## src/rtl/isort_pkg.sv

```systemverilog
// Shared constants and types for the insertion sorter.
`default_nettype none

package isort_pkg;

    localparam int MAX_ELEMENTS = 64;
    localparam int VALUE_W      = 32;
    localparam int COUNT_W      = $clog2(MAX_ELEMENTS + 1);

    typedef logic signed [VALUE_W-1:0] value_t;
    typedef logic [COUNT_W-1:0]        count_t;

    // Per-cell control from the top level
    typedef struct packed {
        logic ins;       // insert the broadcast word this cycle
        logic drain;     // shift the row down by one place
        logic occupied;  // cell holds a live entry
        logic tail;      // cell is the first free place
    } cell_ctrl_t;

    localparam logic ST_LOAD  = 1'b0;
    localparam logic ST_DRAIN = 1'b1;

endpackage

`default_nettype wire

```

## src/rtl/isort_cell.sv

```systemverilog
// One compare-and-shift cell of the sorting row.
`default_nettype none

module isort_cell (
    input  wire                   clk,
    input  isort_pkg::value_t     ins_value,
    input  isort_pkg::value_t     below_value,
    input  wire                   below_greater,
    input  isort_pkg::value_t     above_value,
    input  isort_pkg::cell_ctrl_t ctrl,
    output isort_pkg::value_t     stored,
    output logic                  greater
);
    import isort_pkg::*;

    value_t store_reg;
    value_t store_next;

    // Strictly greater keeps equal values in arrival order
    assign greater = ctrl.occupied && (store_reg > ins_value);
    assign stored  = store_reg;

    // Take from neighbor, take the new word, or hold
    always_comb
    begin
        store_next = store_reg;
        if (ctrl.drain)
        begin
            store_next = above_value;
        end
        else if (ctrl.ins)
        begin
            if (below_greater)
                store_next = below_value;
            else if (greater || ctrl.tail)
                store_next = ins_value;
        end
    end

    always_ff @(posedge clk)
    begin
        store_reg <= store_next;
    end

endmodule

`default_nettype wire

```

## config.mk

```make
export PLATFORM = sky130hd
export DESIGN_NAME = isort_cell
export DESIGN_NICKNAME = d
export VERILOG_FILES = /design/src/rtl/isort_pkg.sv /design/src/rtl/isort_cell.sv
export SDC_FILE = /design/constraint.sdc
export NUM_CORES = 1
export LEC_CHECK = 0
export BUFFER_PORTS_ARGS = -buffer_cell sky130_fd_sc_hd__buf_2
export CAP_MARGIN = 20
export CORE_UTILIZATION = 49
export DETAILED_ROUTE_END_ITERATION = 16
export GPL_TIMING_DRIVEN = 0
export PLACE_DENSITY = 0.87
export REMOVE_ABC_BUFFERS = 1
export SKIP_LAST_GASP = 1
export SYNTH_ARGS = -nofsm -noshare
export SYNTH_HDL_FRONTEND = slang
export SYNTH_SLANG_ARGS = --single-unit
```

## constraint.sdc

```tcl
create_clock -name clk -period 7.3 [get_ports clk]
set_input_delay 0.365 -clock clk [delete_from_list [all_inputs] [get_ports clk]]
set_output_delay 0.365 -clock clk [all_outputs]
set_load 0.01 [all_outputs]
```

# After elaboration in Yosys (flattened, before gate mapping)
# Index checks and enable logic that the tools add are counted.
[totals] in_bits=102 reg_bits=32 output_inout_bits=33 word_cells=11
[classes] mux=4 n_lt_le_gt_ge=1 n_reduce_logical=5
[ops] cell="two-way mux 32 bit" n=4
[ops] cell="> comparator 32 bit" n=1
[ops] cell="nonzero test 3 bit" n=1
[ops] cell="AND reduction 2 bit" n=1
[ops] cell="nonzero test 2 bit" n=1
[ops] cell="logical AND 1 bit" n=1
[ops] cell="logical OR 1 bit" n=1

# Longest topological paths before layout
[depth] word_depth=7 mapped_depth=8 depth_no_buf=8

# Worst setup path before layout
# Ideal clock, no wire load.
[synth_path] path_kind="reg-to-reg" from="register store_reg[31] (netlist: stored[31])" to="register store_reg[0] (netlist: stored[0]), enable pin" setup_ns=0.442 n_path_buf=0 t_required_ns=6.858 setup_slack_ns=3.149 period_less_slack_ns=4.151 t_arrival_ns=3.710 path_stages_with_launch=8 cell_sequence="edfxtp_1 ha_1 and4_4 nand2_2 or4_4 a31oi_1 nor4b_1 o41ai_2"
[synth_via] elab_chain_cells=5
[synth_lines] item="start, declared" line_no="isort_cell.sv:16" source="value_t store_reg;"
[synth_lines] item="start signal, assigned" line_no="isort_cell.sv:42" source="store_reg <= store_next;"
[synth_lines] item="> comparator 32 bit" line_no="isort_cell.sv:20" source="assign greater = ctrl.occupied && (store_reg > ins_value);"
[synth_lines] item="logical AND 1 bit" line_no="isort_cell.sv:20"
[synth_lines] item="logical OR 1 bit" line_no="isort_cell.sv:35" source="else if (greater || ctrl.tail)"
[synth_lines] item="nonzero test 3 bit (no source line)"
[synth_lines] item="AND reduction 2 bit (no source line)"
# No other way between the ends.
# A chain may end at the register's enable or synchronous reset.

# Worst setup path after layout
[layout_path] from="register store_reg[31] (netlist: stored[31])" to="register store_reg[15] (netlist: stored[15]), enable pin"
# Same word-level chain as after synthesis.

==> flow_summary.json <==
{
  "cp-end-kind": "flip-flop",
  "synth-seq-cells": 32,
  "synth_top_area_cell": "edfxtp_1",
  "syn_avg_cell_area_sq_um": 9.58,
  "hold_viol": 0,
  "cts_sinks": 32,
  "dr_total_vias": 2318,
  "netlist_top_cells_area": "edfxtp_1 (39%), ha_1 (16%), mux2i_1 (13%), o21ai_0 (7.1%), nand2_1 (5.3%)",
  "powerDensity_nw_per_um2": 172,
  "antenna_found_initial": 0,
  "root_buffer": "clkbuf_8",
  "fin_nets": 524,
  "cts_inserted_buffers": 5,
  "layout_common_cells": "buf_2 (134), nand2_1 (35), o21ai_0 (35), inv_1 (33)",
  "via_per_inst": 5.06,
  "maxSlewViolCount": 0,
  "grt_usage_pct": 22.8,
  "cts_hold_buf": 0,
  "cp_max_fo": 12,
  "place_congestion": 0.735,
  "synth_warnings": 0,
  "cts_tree": "done",
  "initial_core_util_pct": 51.6,
  "setup_viol_count_final": 0,
  "cts_resized": 0,
  "first_pass_iters": 4,
  "port_buffers": 134,
  "core_area_sq_um": 4790,
  "cap_violations": 0,
  "worst_pin_slew_ns": 0.993,
  "drt-total-wl_mm": 6.02,
  "io_pins": 135,
  "dr.first_iter.drc_count": 35,
  "worstPathArrival_ns": 3.23,
  "cpMaxStageDelayCell": "o41ai_4",
  "die_y_microns": 73.0,
  "grt_pass1_vias": 2359,
  "worstPathRequired_ns": 7.29,
  "fin_skew_ns": 0.00471,
  "remaining_drc_errors": 0,
  "max_stage_delay_ns": 0.78,
  "clk_path_buf_depth": 2,
  "antenna_cells": 0,
  "die_area_sq_um": 5330,
  "netlist_area_sq_um": 2470,
  "final_common_cell": "buf_2",
  "grt_pass1_wl_mm": 9.42,
  "grt_util_met1_pct": 23.1,
  "postPlaceCellArea_sq_um": 3220,
  "fmax_mhz": 309,
  "drive_above_1_share_pct": 37.9,
  "die-width_microns": 73.0,
  "synth.yosys.seq_area_share_pct": 38.9,
  "fp-row-count": 25,
  "dp_hpwl_mm": 4.83,
  "fillers": 388,
  "fin_area_sq_um": 3330,
  "netlist.area_leader.share_pct": 38.9,
  "clk_latency_ns": 0.28,
  "synthesis.instances": 258,
  "path_cells": "ha_1 > and4_4 > nand2_2 > or4_4 > a31oi_1 > nor4b_1 > o41ai_4 > buf_8",
  "ant_nets": 0,
  "grt.met3_usage_pct": 5.66,
  "p_leak_nw": 1.77,
  "grt_max_degree": 66,
  "worst-setup-path-type": "reg2reg",
  "grt-ovfl-total": 0,
  "cp-start-kind": "flip-flop",
  "grt_busiest_layer": "met2",
  "largest_reg_flops": 32,
  "rsz0062_at_grt": "false",
  "hp-class": "in2reg",
  "htreeDepth": 2,
  "wl_per_cell_microns": 13.2,
  "fin_crit_sh_pct": 44.4,
  "area_growth_pct": 34.8,
  "status": "finished, final reports clean",
  "ys_types": 31,
  "postCtsSetupBuffers": 0,
  "relSlewSlack_pct": 33.8,
  "fin_setup_tns_ns": 0,
  "grt_use_met2_pct": 45.6,
  "clk_pin_slew_ns": 0.07,
  "ir_drop_mv": 0.107,
  "post-route-min-period_ns": 3.24
}
metrics by stage:
stage | setup WS [ns] | power [mW] | instances | util [%] | hold WS (ns)
after global routing | 3.91 | 0.607 | 458 | 69.6 | 0.362
final | 4.06 | 0.574 | 458 | 69.6 | 0.356
after detailed placement | 3.93 | 0.409 | 450 | 67.3 | 0.647
after global placement | 2.13 | 0.399 | 448 | 66.5 | 0.642
after CTS | 4.00 | 0.580 | 458 | 69.6 | 0.349
after floorplan | 3.15 | 0.327 | 247 | - | 0.552
report_power, final:
part	internal [mW]	leakage, nW	switching, mW
registers	0.229	0.331	0.0104
logic	0.0785	1.39	0.0877
clock network	0.101	0.0552	0.0673
final cells by class:
cell class | count | area, sq um | area share, %
Inverter | 33 | 124 | 3.72
Timing Repair Buffer | 136 | 701 | 21.0
Sequential cell | 32 | 961 | 28.9
Tap cell | 67 | 83.8 | 2.52
Clock inverter | 2 | 35.0 | 1.05
Multi-Input combinational cell | 182 | 1350 | 40.6
Clock buffer | 6 | 72.6 | 2.18
routing by layer:
layer,up-vias,wire [microns]
li1,1186,-
met1,1033,2420
met2,92,3150
met3,7,389
met4,0,60
met5,-,0
synthesized netlist by cell type:
master,instances
a2111o_1,1
a21o_1,4
a21oi_1,10
a221o_1,1
a221oi_1,1
a31oi_1,1
and2_1,1
and4_4,1
buf_2,2
clkbuf_1,9
edfxtp_1,32
ha_1,32
inv_1,33
mux2i_1,32
nand2_1,35
nand2_2,1
nand2b_1,1
nand3_1,3
nand4_1,6
nor2_1,5
nor2b_1,2
nor3_1,2
nor4b_1,1
o2111ai_1,1
o211ai_1,1
o21ai_0,35
o21ai_1,1
o21ba_2,1
o41ai_2,1
or4_1,1
or4_4,1
cell families (layout without fill, tap and decap cells):
kind of cell               count (synthesis)  count (layout)  share of synthesized area (%)
and+or+nand+nor                           60              60                           11.4
AOI/OAI and AO/OA                         58              58                           13.7
buffers and inverters                     44             177                           6.78
adders and majority gates                 32              32                           16.2
muxes                                     32              32                           13.0
DFF                                       32              32                           38.9
path summary, 6_finish.rpt:
| kind | from | endpoint | slack [ns] | cells after the start |
|---|---|---|---|---|
| min reg2reg | stored[30]$_DFFE_PP_ | stored[16]$_DFFE_PP_ | 1.23 | 5 |
| max | stored[31]$_DFFE_PP_ | stored[15]$_DFFE_PP_ | 4.06 | 8 |
| max reg2reg | stored[31]$_DFFE_PP_ | stored[15]$_DFFE_PP_ | 4.06 | 8 |
| min | above_value[8] | stored[8]$_DFFE_PP_ | 0.36 | 3 |
critical path: cells and delay by family, from the launching register on:
kind	cells	cell delay, ns
DFF	1	0.41
AOI/OAI and AO/OA	2	0.96
and+or+nand+nor	4	0.98
buffers and inverters	1	0.25
adders and majority gates	1	0.34
Note: power is estimated with default switching activity, not from simulation.
